**src/rtl/hrrn_pkg.sv**
```systemverilog
`timescale 1ns / 1ps
// ----------------------------------------------------------------------------
// hrrn_pkg
// shared widths, codes and the ready slot record of the hrrn scheduler
// ----------------------------------------------------------------------------
package hrrn_pkg;

   localparam int PID_W     = 16;
   localparam int EST_W     = 20;
   localparam int WAIT_W    = 24;
   localparam int ALPHA_W   = 9;
   localparam int STATUS_W  = 3;
   localparam int COUNT_W   = 5;
   localparam int CSR_IDX_W = 8;
   localparam int MUL_A_W   = WAIT_W + 1;
   localparam int MUL_B_W   = EST_W;
   localparam int PROD_W    = MUL_A_W + MUL_B_W;

   localparam logic [1:0] REQ_ADD      = 2'd0;
   localparam logic [1:0] REQ_TICK     = 2'd1;
   localparam logic [1:0] REQ_DISPATCH = 2'd2;
   localparam logic [1:0] REQ_RETURN   = 2'd3;

   localparam logic [STATUS_W-1:0] ST_ADDED      = 3'd0;
   localparam logic [STATUS_W-1:0] ST_TICK_DONE  = 3'd1;
   localparam logic [STATUS_W-1:0] ST_DISPATCHED = 3'd2;
   localparam logic [STATUS_W-1:0] ST_EMPTY      = 3'd3;
   localparam logic [STATUS_W-1:0] ST_FULL       = 3'd4;
   localparam logic [STATUS_W-1:0] ST_RETURNED   = 3'd5;

   localparam logic [CSR_IDX_W-1:0] CSR_MODE_HRRN = 8'd0;
   localparam logic [CSR_IDX_W-1:0] CSR_ALPHA_Q8  = 8'd1;

   localparam logic [ALPHA_W-1:0] ALPHA_ONE   = 9'd256;
   localparam logic [ALPHA_W-1:0] ALPHA_RESET = 9'd128;

   typedef struct packed {
      logic [PID_W-1:0]  proc_id;
      logic [EST_W-1:0]  estimate;
      logic [WAIT_W-1:0] wait_ms;
   } slot_type;

endpackage

```
**src/rtl/hrrn_ready_queue_scheduler.sv**
```systemverilog
`timescale 1ns / 1ps
// ----------------------------------------------------------------------------
// hrrn_ready_queue_scheduler
// ready table scheduler with fifo or highest response ratio dispatch
// ----------------------------------------------------------------------------
// add, full, empty, plain return: result strobe in the cycle after start; tick
// reads and rewrites each entry in turn; fifo dispatch reads slot 0, hrrn dispatch
// compares cross products of each entry, then both shift the later entries down;
// hrrn return weights run time and old estimate; one request at a time, set by the
// slot memory and one multiplier; synchronous reset empties the table and clears the
// running process; slot memory is not cleared; results are strobed and cannot be stalled
module hrrn_ready_queue_scheduler #(
   parameter int READY_SLOTS = 16
) (
   input  logic                              clock,
   input  logic                              reset,
   input  logic                              start,
   output logic                              busy,
   input  logic [1:0]                        req_type,
   input  logic [hrrn_pkg::PID_W-1:0]        req_proc_id,
   input  logic [hrrn_pkg::EST_W-1:0]        req_burst_estimate,
   input  logic [hrrn_pkg::EST_W-1:0]        req_run_time,
   output logic                              rsp_valid,
   output logic [hrrn_pkg::STATUS_W-1:0]     rsp_status,
   output logic [hrrn_pkg::PID_W-1:0]        rsp_out_proc_id,
   output logic [hrrn_pkg::EST_W-1:0]        rsp_out_estimate,
   output logic [hrrn_pkg::COUNT_W-1:0]      rsp_ready_count,
   input  logic                              csr_valid,
   output logic                              csr_ready,
   input  logic [hrrn_pkg::CSR_IDX_W-1:0]    csr_index,
   input  logic [hrrn_pkg::ALPHA_W-1:0]      csr_wdata
);

   localparam int IDX_W = (READY_SLOTS > 1) ? $clog2(READY_SLOTS) : 1;
   localparam int CNT_W = $clog2(READY_SLOTS + 1);
   localparam logic [CNT_W-1:0] CNT_FULL = CNT_W'(READY_SLOTS);
   localparam logic [CNT_W-1:0] CNT_ONE  = CNT_W'(1);

   localparam logic [3:0] S_IDLE     = 4'd0;
   localparam logic [3:0] S_TICK_RD  = 4'd1;
   localparam logic [3:0] S_TICK_WR  = 4'd2;
   localparam logic [3:0] S_DSP_RD0  = 4'd3;
   localparam logic [3:0] S_DSP_LD0  = 4'd4;
   localparam logic [3:0] S_SCAN_RD  = 4'd5;
   localparam logic [3:0] S_SCAN_M1  = 4'd6;
   localparam logic [3:0] S_SCAN_M2  = 4'd7;
   localparam logic [3:0] S_SCAN_CMP = 4'd8;
   localparam logic [3:0] S_REM_RD   = 4'd9;
   localparam logic [3:0] S_REM_WR   = 4'd10;
   localparam logic [3:0] S_RET_M1   = 4'd11;
   localparam logic [3:0] S_RET_M2   = 4'd12;
   localparam logic [3:0] S_RET_FIN  = 4'd13;

   function automatic logic [hrrn_pkg::EST_W-1:0] est_clamp(
      input logic [hrrn_pkg::EST_W-1:0] e
   );
      return (e == '0) ? hrrn_pkg::EST_W'(1) : e;
   endfunction

   hrrn_pkg::slot_type slot_mem [READY_SLOTS];
   hrrn_pkg::slot_type rd_data_ff;
   logic [IDX_W-1:0]   rd_addr;
   logic               wr_en;
   logic [IDX_W-1:0]   wr_addr;
   hrrn_pkg::slot_type wr_data;

   logic [3:0]                     state_ff, state_in;
   logic [CNT_W-1:0]               count_ff, count_in;
   logic [CNT_W-1:0]               idx_ff, idx_in;
   logic [CNT_W-1:0]               idx_dec;
   logic [IDX_W-1:0]               best_idx_ff, best_idx_in;
   hrrn_pkg::slot_type             best_ff, best_in;
   hrrn_pkg::slot_type             cand_ff, cand_in;
   logic [hrrn_pkg::PROD_W-1:0]    lhs_ff, lhs_in;
   logic [hrrn_pkg::PROD_W-1:0]    acc_ff, acc_in;
   logic [hrrn_pkg::PROD_W-1:0]    ret_sum;
   logic [hrrn_pkg::EST_W-1:0]     run_ff, run_in;
   logic                           mode_ff, mode_in;
   logic [hrrn_pkg::ALPHA_W-1:0]   alpha_ff, alpha_in;
   logic [hrrn_pkg::ALPHA_W-1:0]   alpha_sat;
   logic                           running_valid_ff, running_valid_in;
   logic [hrrn_pkg::PID_W-1:0]     running_proc_ff, running_proc_in;
   logic [hrrn_pkg::EST_W-1:0]     running_est_ff, running_est_in;
   logic                           rsp_valid_ff, rsp_valid_in;
   logic [hrrn_pkg::STATUS_W-1:0]  rsp_status_ff, rsp_status_in;
   logic [hrrn_pkg::PID_W-1:0]     rsp_proc_ff, rsp_proc_in;
   logic [hrrn_pkg::EST_W-1:0]     rsp_est_ff, rsp_est_in;
   logic [hrrn_pkg::MUL_A_W-1:0]   mul_a;
   logic [hrrn_pkg::MUL_B_W-1:0]   mul_b;
   logic [hrrn_pkg::PROD_W-1:0]    mul_p;

   hrrn_mul_unit u_mul (
      .clock   (clock),
      .op_a    (mul_a),
      .op_b    (mul_b),
      .product (mul_p)
   );

   assign busy             = (state_ff != S_IDLE);
   assign csr_ready        = 1'b1;
   assign rsp_valid        = rsp_valid_ff;
   assign rsp_status       = rsp_status_ff;
   assign rsp_out_proc_id  = rsp_proc_ff;
   assign rsp_out_estimate = rsp_est_ff;
   assign rsp_ready_count  = hrrn_pkg::COUNT_W'(count_ff);

   assign alpha_sat = (alpha_ff > hrrn_pkg::ALPHA_ONE) ? hrrn_pkg::ALPHA_ONE : alpha_ff;
   assign idx_dec   = idx_ff - CNT_ONE;
   assign ret_sum   = acc_ff + mul_p;

   // slot memory
   always_ff @(posedge clock) begin
      if (wr_en) begin
         slot_mem[wr_addr] <= wr_data;
      end
      rd_data_ff <= slot_mem[rd_addr];
   end

   always_comb begin
      state_in         = state_ff;
      count_in         = count_ff;
      idx_in           = idx_ff;
      best_idx_in      = best_idx_ff;
      best_in          = best_ff;
      cand_in          = cand_ff;
      lhs_in           = lhs_ff;
      acc_in           = acc_ff;
      run_in           = run_ff;
      mode_in          = mode_ff;
      alpha_in         = alpha_ff;
      running_valid_in = running_valid_ff;
      running_proc_in  = running_proc_ff;
      running_est_in   = running_est_ff;
      rsp_valid_in     = 1'b0;
      rsp_status_in    = rsp_status_ff;
      rsp_proc_in      = rsp_proc_ff;
      rsp_est_in       = rsp_est_ff;
      rd_addr          = '0;
      wr_en            = 1'b0;
      wr_addr          = count_ff[IDX_W-1:0];
      wr_data          = rd_data_ff;
      mul_a            = '0;
      mul_b            = '0;

      if (csr_valid) begin
         case (csr_index)
            hrrn_pkg::CSR_MODE_HRRN: mode_in  = csr_wdata[0];
            hrrn_pkg::CSR_ALPHA_Q8:  alpha_in = csr_wdata;
            default: ;
         endcase
      end

      case (state_ff)
         S_IDLE: begin
            if (start) begin
               idx_in = '0;
               case (req_type)
                  hrrn_pkg::REQ_ADD: begin
                     rsp_valid_in = 1'b1;
                     rsp_proc_in  = '0;
                     rsp_est_in   = '0;
                     if (count_ff == CNT_FULL) begin
                        rsp_status_in = hrrn_pkg::ST_FULL;
                     end else begin
                        wr_en            = 1'b1;
                        wr_data.proc_id  = req_proc_id;
                        wr_data.estimate = req_burst_estimate;
                        wr_data.wait_ms  = '0;
                        count_in         = count_ff + CNT_ONE;
                        rsp_status_in    = hrrn_pkg::ST_ADDED;
                     end
                  end
                  hrrn_pkg::REQ_TICK: begin
                     state_in = S_TICK_RD;
                  end
                  hrrn_pkg::REQ_DISPATCH: begin
                     if (count_ff == '0) begin
                        rsp_valid_in  = 1'b1;
                        rsp_status_in = hrrn_pkg::ST_EMPTY;
                        rsp_proc_in   = '0;
                        rsp_est_in    = '0;
                     end else begin
                        state_in = S_DSP_RD0;
                     end
                  end
                  default: begin
                     if (running_valid_ff && mode_ff) begin
                        run_in   = req_run_time;
                        state_in = S_RET_M1;
                     end else begin
                        rsp_valid_in     = 1'b1;
                        rsp_status_in    = hrrn_pkg::ST_RETURNED;
                        rsp_proc_in      = running_proc_ff;
                        rsp_est_in       = running_est_ff;
                        running_valid_in = 1'b0;
                        running_proc_in  = '0;
                        running_est_in   = '0;
                     end
                  end
               endcase
            end
         end
         S_TICK_RD: begin
            if (idx_ff == count_ff) begin
               rsp_valid_in  = 1'b1;
               rsp_status_in = hrrn_pkg::ST_TICK_DONE;
               rsp_proc_in   = '0;
               rsp_est_in    = '0;
               state_in      = S_IDLE;
            end else begin
               rd_addr  = idx_ff[IDX_W-1:0];
               state_in = S_TICK_WR;
            end
         end
         S_TICK_WR: begin
            wr_en   = 1'b1;
            wr_addr = idx_ff[IDX_W-1:0];
            if (rd_data_ff.wait_ms != '1) begin
               wr_data.wait_ms = rd_data_ff.wait_ms + hrrn_pkg::WAIT_W'(1);
            end
            idx_in   = idx_ff + CNT_ONE;
            state_in = S_TICK_RD;
         end
         S_DSP_RD0: begin
            rd_addr  = '0;
            state_in = S_DSP_LD0;
         end
         S_DSP_LD0: begin
            best_in     = rd_data_ff;
            best_idx_in = '0;
            idx_in      = CNT_ONE;
            state_in    = S_SCAN_RD;
         end
         S_SCAN_RD: begin
            if ((idx_ff == count_ff) || !mode_ff) begin
               idx_in   = CNT_W'(best_idx_ff) + CNT_ONE;
               state_in = S_REM_RD;
            end else begin
               rd_addr  = idx_ff[IDX_W-1:0];
               state_in = S_SCAN_M1;
            end
         end
         S_SCAN_M1: begin
            // candidate (est + wait) * best est
            cand_in  = rd_data_ff;
            mul_a    = hrrn_pkg::MUL_A_W'(est_clamp(rd_data_ff.estimate))
                     + hrrn_pkg::MUL_A_W'(rd_data_ff.wait_ms);
            mul_b    = est_clamp(best_ff.estimate);
            state_in = S_SCAN_M2;
         end
         S_SCAN_M2: begin
            lhs_in   = mul_p;
            mul_a    = hrrn_pkg::MUL_A_W'(est_clamp(best_ff.estimate))
                     + hrrn_pkg::MUL_A_W'(best_ff.wait_ms);
            mul_b    = est_clamp(cand_ff.estimate);
            state_in = S_SCAN_CMP;
         end
         S_SCAN_CMP: begin
            if (lhs_ff > mul_p) begin
               best_in     = cand_ff;
               best_idx_in = idx_ff[IDX_W-1:0];
            end
            idx_in   = idx_ff + CNT_ONE;
            state_in = S_SCAN_RD;
         end
         S_REM_RD: begin
            if (idx_ff == count_ff) begin
               count_in         = count_ff - CNT_ONE;
               running_valid_in = 1'b1;
               running_proc_in  = best_ff.proc_id;
               running_est_in   = best_ff.estimate;
               rsp_valid_in     = 1'b1;
               rsp_status_in    = hrrn_pkg::ST_DISPATCHED;
               rsp_proc_in      = best_ff.proc_id;
               rsp_est_in       = best_ff.estimate;
               state_in         = S_IDLE;
            end else begin
               rd_addr  = idx_ff[IDX_W-1:0];
               state_in = S_REM_WR;
            end
         end
         S_REM_WR: begin
            wr_en    = 1'b1;
            wr_addr  = idx_dec[IDX_W-1:0];
            wr_data  = rd_data_ff;
            idx_in   = idx_ff + CNT_ONE;
            state_in = S_REM_RD;
         end
         S_RET_M1: begin
            mul_a    = hrrn_pkg::MUL_A_W'(alpha_sat);
            mul_b    = run_ff;
            state_in = S_RET_M2;
         end
         S_RET_M2: begin
            acc_in   = mul_p;
            mul_a    = hrrn_pkg::MUL_A_W'(hrrn_pkg::ALPHA_ONE - alpha_sat);
            mul_b    = running_est_ff;
            state_in = S_RET_FIN;
         end
         S_RET_FIN: begin
            rsp_valid_in     = 1'b1;
            rsp_status_in    = hrrn_pkg::ST_RETURNED;
            rsp_proc_in      = running_proc_ff;
            rsp_est_in       = ret_sum[hrrn_pkg::EST_W+7:8];
            running_valid_in = 1'b0;
            running_proc_in  = '0;
            running_est_in   = '0;
            state_in         = S_IDLE;
         end
         default: begin
            state_in = S_IDLE;
         end
      endcase
   end

   always_ff @(posedge clock) begin
      if (reset) begin
         state_ff         <= S_IDLE;
         count_ff         <= '0;
         mode_ff          <= 1'b0;
         alpha_ff         <= hrrn_pkg::ALPHA_RESET;
         running_valid_ff <= 1'b0;
         running_proc_ff  <= '0;
         running_est_ff   <= '0;
         rsp_valid_ff     <= 1'b0;
      end else begin
         state_ff         <= state_in;
         count_ff         <= count_in;
         mode_ff          <= mode_in;
         alpha_ff         <= alpha_in;
         running_valid_ff <= running_valid_in;
         running_proc_ff  <= running_proc_in;
         running_est_ff   <= running_est_in;
         rsp_valid_ff     <= rsp_valid_in;
      end
   end

   always_ff @(posedge clock) begin
      idx_ff        <= idx_in;
      best_idx_ff   <= best_idx_in;
      best_ff       <= best_in;
      cand_ff       <= cand_in;
      lhs_ff        <= lhs_in;
      acc_ff        <= acc_in;
      run_ff        <= run_in;
      rsp_status_ff <= rsp_status_in;
      rsp_proc_ff   <= rsp_proc_in;
      rsp_est_ff    <= rsp_est_in;
   end

endmodule

```
**src/rtl/hrrn_mul_unit.sv**
```systemverilog
`timescale 1ns / 1ps
// ----------------------------------------------------------------------------
// hrrn_mul_unit
// shared unsigned multiplier with a registered product, used for the ratio
// cross products and the estimate average
// ----------------------------------------------------------------------------
module hrrn_mul_unit (
   input  logic                            clock,
   input  logic [hrrn_pkg::MUL_A_W-1:0]    op_a,
   input  logic [hrrn_pkg::MUL_B_W-1:0]    op_b,
   output logic [hrrn_pkg::PROD_W-1:0]     product
);

   logic [hrrn_pkg::PROD_W-1:0] product_ff;
   logic [hrrn_pkg::PROD_W-1:0] product_in;

   assign product_in = hrrn_pkg::PROD_W'(op_a) * hrrn_pkg::PROD_W'(op_b);
   assign product    = product_ff;

   always_ff @(posedge clock) begin
      product_ff <= product_in;
   end

endmodule
```
**config.mk**
```make
export PLATFORM = sky130hd
export DESIGN_NAME = hrrn_ready_queue_scheduler
export DESIGN_NICKNAME = d
export VERILOG_FILES = /design/src/rtl/hrrn_pkg.sv /design/src/rtl/hrrn_ready_queue_scheduler.sv /design/src/rtl/hrrn_mul_unit.sv
export SDC_FILE = /design/constraint.sdc
export NUM_CORES = 2
export LEC_CHECK = 0
export BUFFER_PORTS_ARGS = -buffer_cell sky130_fd_sc_hd__buf_2
export CAP_MARGIN = 10
export CORE_MARGIN = 4
export CORE_UTILIZATION = 50
export CTS_BUF_LIST = sky130_fd_sc_hd__clkbuf_4 sky130_fd_sc_hd__clkbuf_8
export DETAILED_ROUTE_END_ITERATION = 7
export PLACE_DENSITY = 0.78
export SLEW_MARGIN = 30
export SYNTH_ARGS = -nofsm -noshare
export SYNTH_HDL_FRONTEND = slang
export SYNTH_SLANG_ARGS = --single-unit
```
**constraint.sdc**
```tcl
create_clock -name clock -period 24.3 [get_ports clock]
set_input_delay 3.645 -clock clock [delete_from_list [all_inputs] [get_ports clock]]
set_output_delay 3.645 -clock clock [all_outputs]
set_load 0.1 [all_outputs]
```
**Yosys cells after proc, flatten, opt, wreduce, memory -nomap -nowiden**

Memories as Yosys holds them, arrays and structs flattened. A register that Yosys moved wholly into a read port is not among the register bits.
Index checks and enable logic that the tools add are counted.

- Bits in registers: 363
- Bits in writable memories: 960
- Input bits: 79
- Output and inout bits: 47
- Logic and storage cells: 185
- Memories: 1

Memories:

| name | depth | bits a word | rd ports | clocked after Yosys merged registers in | write ports | line | source |
|---|---|---|---|---|---|---|---|
| slot_mem | 16 | 60 | 1 | 1 | 1 | hrrn_ready_queue_scheduler.sv:60 | `hrrn_pkg::slot_type slot_mem [READY_SLOTS];` |

- $add $sub $neg: 10
- Multipliers: 1
- Magnitude comparators: 2
- Equality and inequality tests: 34
- Muxes and demuxes: 83
- Bitwise gates (word level): 1
- Reductions and logical operators: 30

Operators by type and width:

| cell | number |
|---|---|
| 60-bit 2-to-1 mux | 4 |
| 20-bit 2-to-1 mux | 11 |
| 20-bit case mux with 4 select lines | 2 |
| 16-bit 2-to-1 mux | 8 |
| 20-bit case mux with 3 select lines | 2 |
| 60-bit case mux with 2 select lines | 1 |
| 25-bit case mux with 4 select lines | 1 |
| 16-bit case mux with 3 select lines | 2 |
| 16-bit case mux with 4 select lines | 1 |
| 20-bit logical NOT | 3 |
| 20-bit by 24-bit adder with 25-bit output | 2 |
| 24-bit case mux with 2 select lines | 1 |
| 4-bit case mux with 12 select lines | 1 |
| 45-bit > comparator | 1 |
| 25-bit by 20-bit multiplier with 45-bit output | 1 |
| 36-bit 2-to-1 mux | 1 |
| 4-bit 2-to-1 mux | 8 |
| 5-bit 2-to-1 mux | 6 |
| 28-bit adder | 1 |
| 24-bit by 1-bit adder with 24-bit output (second input constant) | 1 |
| 4-bit equality test (second input constant) | 6 |
| 24-bit 2-to-1 mux | 1 |
| 24-bit inequality test (second input constant) | 1 |
| 4-bit case mux with 2 select lines | 3 |
| other kinds (47) | 92 |

**Longest topological paths before layout**

- Word-level depth: 7
- Depth in mapped cells: 40
- Mapped depth without buffers: 39

**By module**

Synthesis repeated with hierarchy kept, for this count alone.

- Cell total of the unflattened synthesis: 5470
- Area total of the unflattened synthesis: 73458.0 sq um

By module, submodules not included:

| module | instances | cells an instance | area an instance (sq um) | sequential area each (sq um) |
|---|---|---|---|---|
| hrrn_ready_queue_scheduler | 1 | 3512 | 56018.7 | 39007.4 |
| hrrn_mul_unit | 1 | 1958 | 17439.2 | 900.9 |

**Worst setup path before layout**

Ideal clock, no wire load.

- Kind: register to register
- From: reg state_ff[2]
- To: reg u_mul.product_ff, in the netlist u_mul.product[40]
- Library setup time: 122 ps
- Arrival time: 9590 ps
- Required time: 24178 ps
- Slack: 14589 ps
- Stages on the path, launching flop included: 31
- Buffers on the path: 4
- Clock period less this slack: 9711 ps
- Path through: dfxtp_1 > clkbuf_1 > nand3_1 > inv_1 > buf_2 > buf_1 > a22o_1 > clkbuf_1 > nand2_1 > fa_1 > inv_1 > fa_1 > inv_1 > fa_1 > inv_1 > fa_1 > fa_1 > fa_1 > inv_1 > fa_1 > inv_1 > ha_1 > a21o_1 > a21oi_1 > nor2b_1 > o311a_1 > or3_1 > nor3b_1 > o21ai_1 > o21a_1 > o311a_1

- Word-level cells in the longest chain between the ends: 3
- Elaborated cells between the ends (all ways): 7
- Classes of those cells: mul: 1; eq/ne: 4; mux: 2

Ends and longest elaborated chain:

| item | line | source |
|---|---|---|
| from (decl) | hrrn_ready_queue_scheduler.sv:67 | `logic [3:0] state_ff, state_in;` |
| from (signal assigned) | hrrn_ready_queue_scheduler.sv:327 | `state_ff <= state_in;` |
| 4-bit equality test or 4-bit by 3-bit equality test with 1-bit output (tied branches) | hrrn_ready_queue_scheduler.sv:153 | `case (state_ff)` |
| 25-bit case mux with 4 select lines or 20-bit case mux with 4 select lines (tied branches) | hrrn_ready_queue_scheduler.sv:153 |  |
| 25-bit by 20-bit multiplier with 45-bit output * | hrrn_mul_unit.sv:17 | `assign product_in = hrrn_pkg::PROD_W'(op_a) * hrrn_pkg::PROD_W'(op_b);` |
| via u_mul.product_in (one bit) | hrrn_mul_unit.sv:15 | `logic [hrrn_pkg::PROD_W-1:0] product_in;` |
| to (signal assigned) | hrrn_mul_unit.sv:21 | `product_ff <= product_in;` |
| to (decl) | hrrn_mul_unit.sv:14 | `logic [hrrn_pkg::PROD_W-1:0] product_ff;` |

Mark *: on every way through the listed nets, which the timed path passes. The rest lies on a longest branch.
A chain may end at the register's enable or synchronous reset.

**Worst setup path after layout**

- From: reg rd_data_ff[26] (netlist name)
- To: reg u_mul.product_ff, in the netlist u_mul.product[39]

- Word-level cells in the longest chain between the ends: 5

Ends and longest elaborated chain:

| item | line | source |
|---|---|---|
| 20-bit logical NOT | hrrn_ready_queue_scheduler.sv:57 | `return (e == '0) ? hrrn_pkg::EST_W'(1) : e;` |
| 20-bit 2-to-1 mux * | hrrn_ready_queue_scheduler.sv:57 |  |
| 20-bit by 24-bit adder with 25-bit output * | hrrn_ready_queue_scheduler.sv:247 | `+ hrrn_pkg::MUL_A_W'(rd_data_ff.wait_ms);` |
| 25-bit case mux with 4 select lines * | hrrn_ready_queue_scheduler.sv:153 |  |
| 25-bit by 20-bit multiplier with 45-bit output * | hrrn_mul_unit.sv:17 |  |
| via u_mul.product_in (one bit) | hrrn_mul_unit.sv:15 |  |

Marked as above.

==> flow_metrics.py <==
metrics = {
    "synthesis": {
        "synth_common_cells": "edfxtp_1 (1221), nand2_1 (657), inv_1 (565)",
        "synth_cell_types": 82,
        "netlist_instances": 5451,
        "yosys.area.top_type": "edfxtp_1",
        "synth_seq_cells": 1383,
        "async_reset_ff_share_pct": 0,
        "synth_xor_area_share_pct": 1.25,
        "avgSynthCellArea_sq_um": 13.5,
        "syn-num-nets": 6222,
        "syn_area_sq_um": 73400,
        "yosysMostFrequentCell": "edfxtp_1",
        "synth_fa_ha_area_share_pct": 16.0,
        "synth_top_family_by_area": "adder cells",
        "yosysWarnings": 0,
        "synth_edf_count": 1221,
        "seq_area_frac_synth_pct": 54.4,
        "yosys.area_share.simple_pct": 7.96,
        "synth_top_area_share_pct": 50.0,
        "synthMuxAreaShare_pct": 9.03,
        "synth.area.top_cells": "edfxtp_1 (50%), fa_1 (11%), mux4_2 (7.4%)",
        "synth-compound-area-share_pct": 6.84,
        "synth_top_flop_cell": "edfxtp_1",
    },
    "critical_path": {
        "cp-end-kind": "flop",
        "crit_fanout": 13,
        "max_stage_delay_ps": 760,
        "rr_startpoint": "rd_data_ff[26]",
        "start_kind": "flop",
        "ff2ff_setup_slack_ps": 13320,
        "crit_family": "adder cells",
        "cp_num_buf_inv": 8,
        "critPathKind": "flop to flop",
        "worstPathArrival_ps": 11760,
        "cp_slowest_cell": "a22o_1",
        "reg2reg_to": "u_mul.product[39]",
        "rr_worst_depth": 39,
        "cp.required_ps": 25080,
    },
    "power_and_ir_drop": {
        "p_leak_nw": 30.8,
        "power_density_nw_per_um2": 95.5,
        "vdd_drop_max_v": 0.0000685,
    },
    "floorplan": {
        "core_area_sq_um": 146000,
        "die_area_sq_um": 153000,
        "die-width_um": 391,
        "ios": 126,
        "rows": 140,
        "die_h_um": 391,
        "initial_utilization_pct": 50.3,
    },
    "cells_and_area": {
        "drive_gt1_share_pct": 17.1,
        "stdcell_area_sq_um": 80900,
        "nNetsFinal": 6362,
        "area_delta_synth_final_pct": 10.3,
    },
    "route": {
        "drc": 8,
        "drtIter0Drc": 5736,
        "dr.pass1.iters": 8,
        "vias_per_cell": 6.10,
        "wire_per_inst_um": 25.6,
        "routed_wl_um": 197000,
        "vias": 47000,
        "final_antenna_net_count": 0,
    },
    "global_routing": {
        "grt_max_degree": 139,
        "grt_overflow": 0,
        "grt_pass1_vias": 47300,
        "grt_usage_pct": 25.8,
        "antenna_found_initial": 16,
        "grt_pass1_wl_um": 295000,
    },
    "min_path": {
        "min-delay-path-class": "flop to flop",
        "holdPathStages": 0,
        "hold_start": "rd_data_ff[24]",
        "holdPathEnd": "cand_ff[24]",
    },
    "place": {
        "dpl_cell_area_sq_um": 76400,
        "globalplace.congestion": 0.970,
        "dpl.hpwl_um": 129000,
        "io_buffers": 124,
        "pre_cts_ws_ps": 13510,
    },
    "clock_tree": {
        "cts-resized-gates": 0,
        "cts_tree": "done",
        "clk_latency_ps": 930,
        "numClockSinks": 1383,
        "root_buffer": "clkbuf_8",
        "ctsLongestPathBuffers": 3,
        "cts_hold_buf": 0,
        "post_cts.repair.setup_buffers": 0,
        "clkTransAtPathRegs_ps": 70,
        "cts_buffers": 206,
        "htree_levels": 4,
    },
    "sta": {
        "max_freq_ghz": 0.0911,
        "setup_violations": 0,
        "worst_slew_pin_slew_ps": 1020,
        "clock_skew_ps": 48.0,
        "final.setup.tns_ps": 0,
        "slew_headroom_pct": 31.9,
        "rsz0062_at_grt": "false",
        "post-route-min-period_ps": 10980,
        "worst_slack_ps": 13320,
        "period_share_pct": 45.2,
        "finalHoldViolCount": 0,
        "slew_viol_final": 0,
    },
    "flow_run": {
        "drv_cap": 0,
    },
    "run_status": {
        "violations": "design-rule violations",
        "status": "finished with violations",
    },
}
logic make-up after synthesis:
| group | count (synthesis) |
|---|---|
| AOI/OAI and AO/OA | 773 |
| xor gates and xnor gates | 105 |
| adders and majority gates | 692 |
| buffers and inverters | 858 |
| DFF | 1383 |
| muxes | 350 |
| other | 1 |
| and+or+nand+nor | 1289 |
layout make-up:
| type | instances | area (sq um) |
|---|---|---|
| sequential | 1383 | 39900 |
| clock inverter | 72 | 649 |
| tap | 1917 | 2400 |
| timing repair buffer | 224 | 1470 |
| multi-input combinational | 3210 | 30500 |
| inverter | 566 | 2130 |
| fill | 11300 | 64800 |
| clock buffer | 312 | 3810 |
| antenna | 9 | 22.5 |
report_power, final:
group | internal (mW) | leakage [nW] | switching, mW
registers | 3.24 | 12.3 | 0.245
clock network | 1.07 | 2.36 | 0.923
logic | 0.724 | 16.2 | 1.52
state kept, by name, indices dropped and copies added (netlist names):
register and count:
slot_mem 960, lhs_ff 45, running_valid_ff 1, rsp_ready_count 5, run_ff 20, u_mul.product 45, best_ff 60, state_ff 4
best_idx_ff 4, mode_ff 1, acc_ff 28, running_est_ff 20, rsp_out_estimate 20, idx_ff 5, rd_data_ff 60, cand_ff 60
rsp_valid 1, running_proc_ff 16, alpha_ff 9, rsp_status 3, rsp_out_proc_id 16
cell usage in the layout (no fill, tap or decap), types with 17 or more instances in the layout:
| master | count |
|---|---|
| edfxtp_1 | 1221 |
| nand2_1 | 652 |
| inv_1 | 563 |
| fa_1 | 413 |
| ha_1 | 279 |
| mux4_2 | 240 |
| clkbuf_8 | 234 |
| nor2_1 | 198 |
| a21oi_1 | 192 |
| dfxtp_1 | 162 |
| and2_1 | 147 |
| o21ai_0 | 128 |
| buf_2 | 123 |
| mux2_2 | 94 |
| buf_4 | 93 |
| a21o_1 | 80 |
| clkbuf_4 | 78 |
| nand3_1 | 77 |
| a31oi_1 | 76 |
| a211oi_1 | 74 |
| xnor2_1 | 63 |
| xor2_1 | 42 |
| nand4_1 | 36 |
| clkinv_1 | 30 |
| nor3_1 | 27 |
| a22oi_1 | 27 |
| nor4_1 | 24 |
| a22o_1 | 23 |
| o21a_1 | 22 |
| nor2b_1 | 21 |
| clkinv_2 | 21 |
| and4_1 | 18 |
| and3_1 | 17 |
| nor2_4 | 17 |
metal layers:
metal  up-vias  part of all wire [%]  track usage (%)
met1     23700                    38             35.0
li1      19900                     -                -
met4         2                   4.4             11.1
met3       514                    11             5.38
met2      2833                    47             40.8
met5         -                0.0061                0
per-stage QoR:
stage | power, mW | utilization (%) | instances | hold slack, ps
after floorplan | 4.96 | - | 5451 | 403
after global placement | 5.65 | 52.3 | 7295 | 417
after detailed placement | 5.72 | 52.4 | 7300 | 415
after CTS | 7.71 | 55.5 | 7684 | 430
after global routing | 8.04 | 55.5 | 7686 | 435
final | 7.73 | 55.5 | 7693 | 432
worst max-delay path by stage:
stage	start	end	slack (ps)	cells past startpoint
after floorplan	state_ff[2]	u_mul.product[40]	14590	30
after global placement	rd_data_ff[26]	u_mul.product[39]	13560	39
after detailed placement	best_ff[41]	u_mul.product[40]	13510	36
after CTS	rd_data_ff[26]	u_mul.product[39]	13440	39
after global routing	rd_data_ff[26]	u_mul.product[39]	12780	39
final	rd_data_ff[26]	u_mul.product[39]	13320	39
No activity file was read; power rests on OpenSTA's default activity.
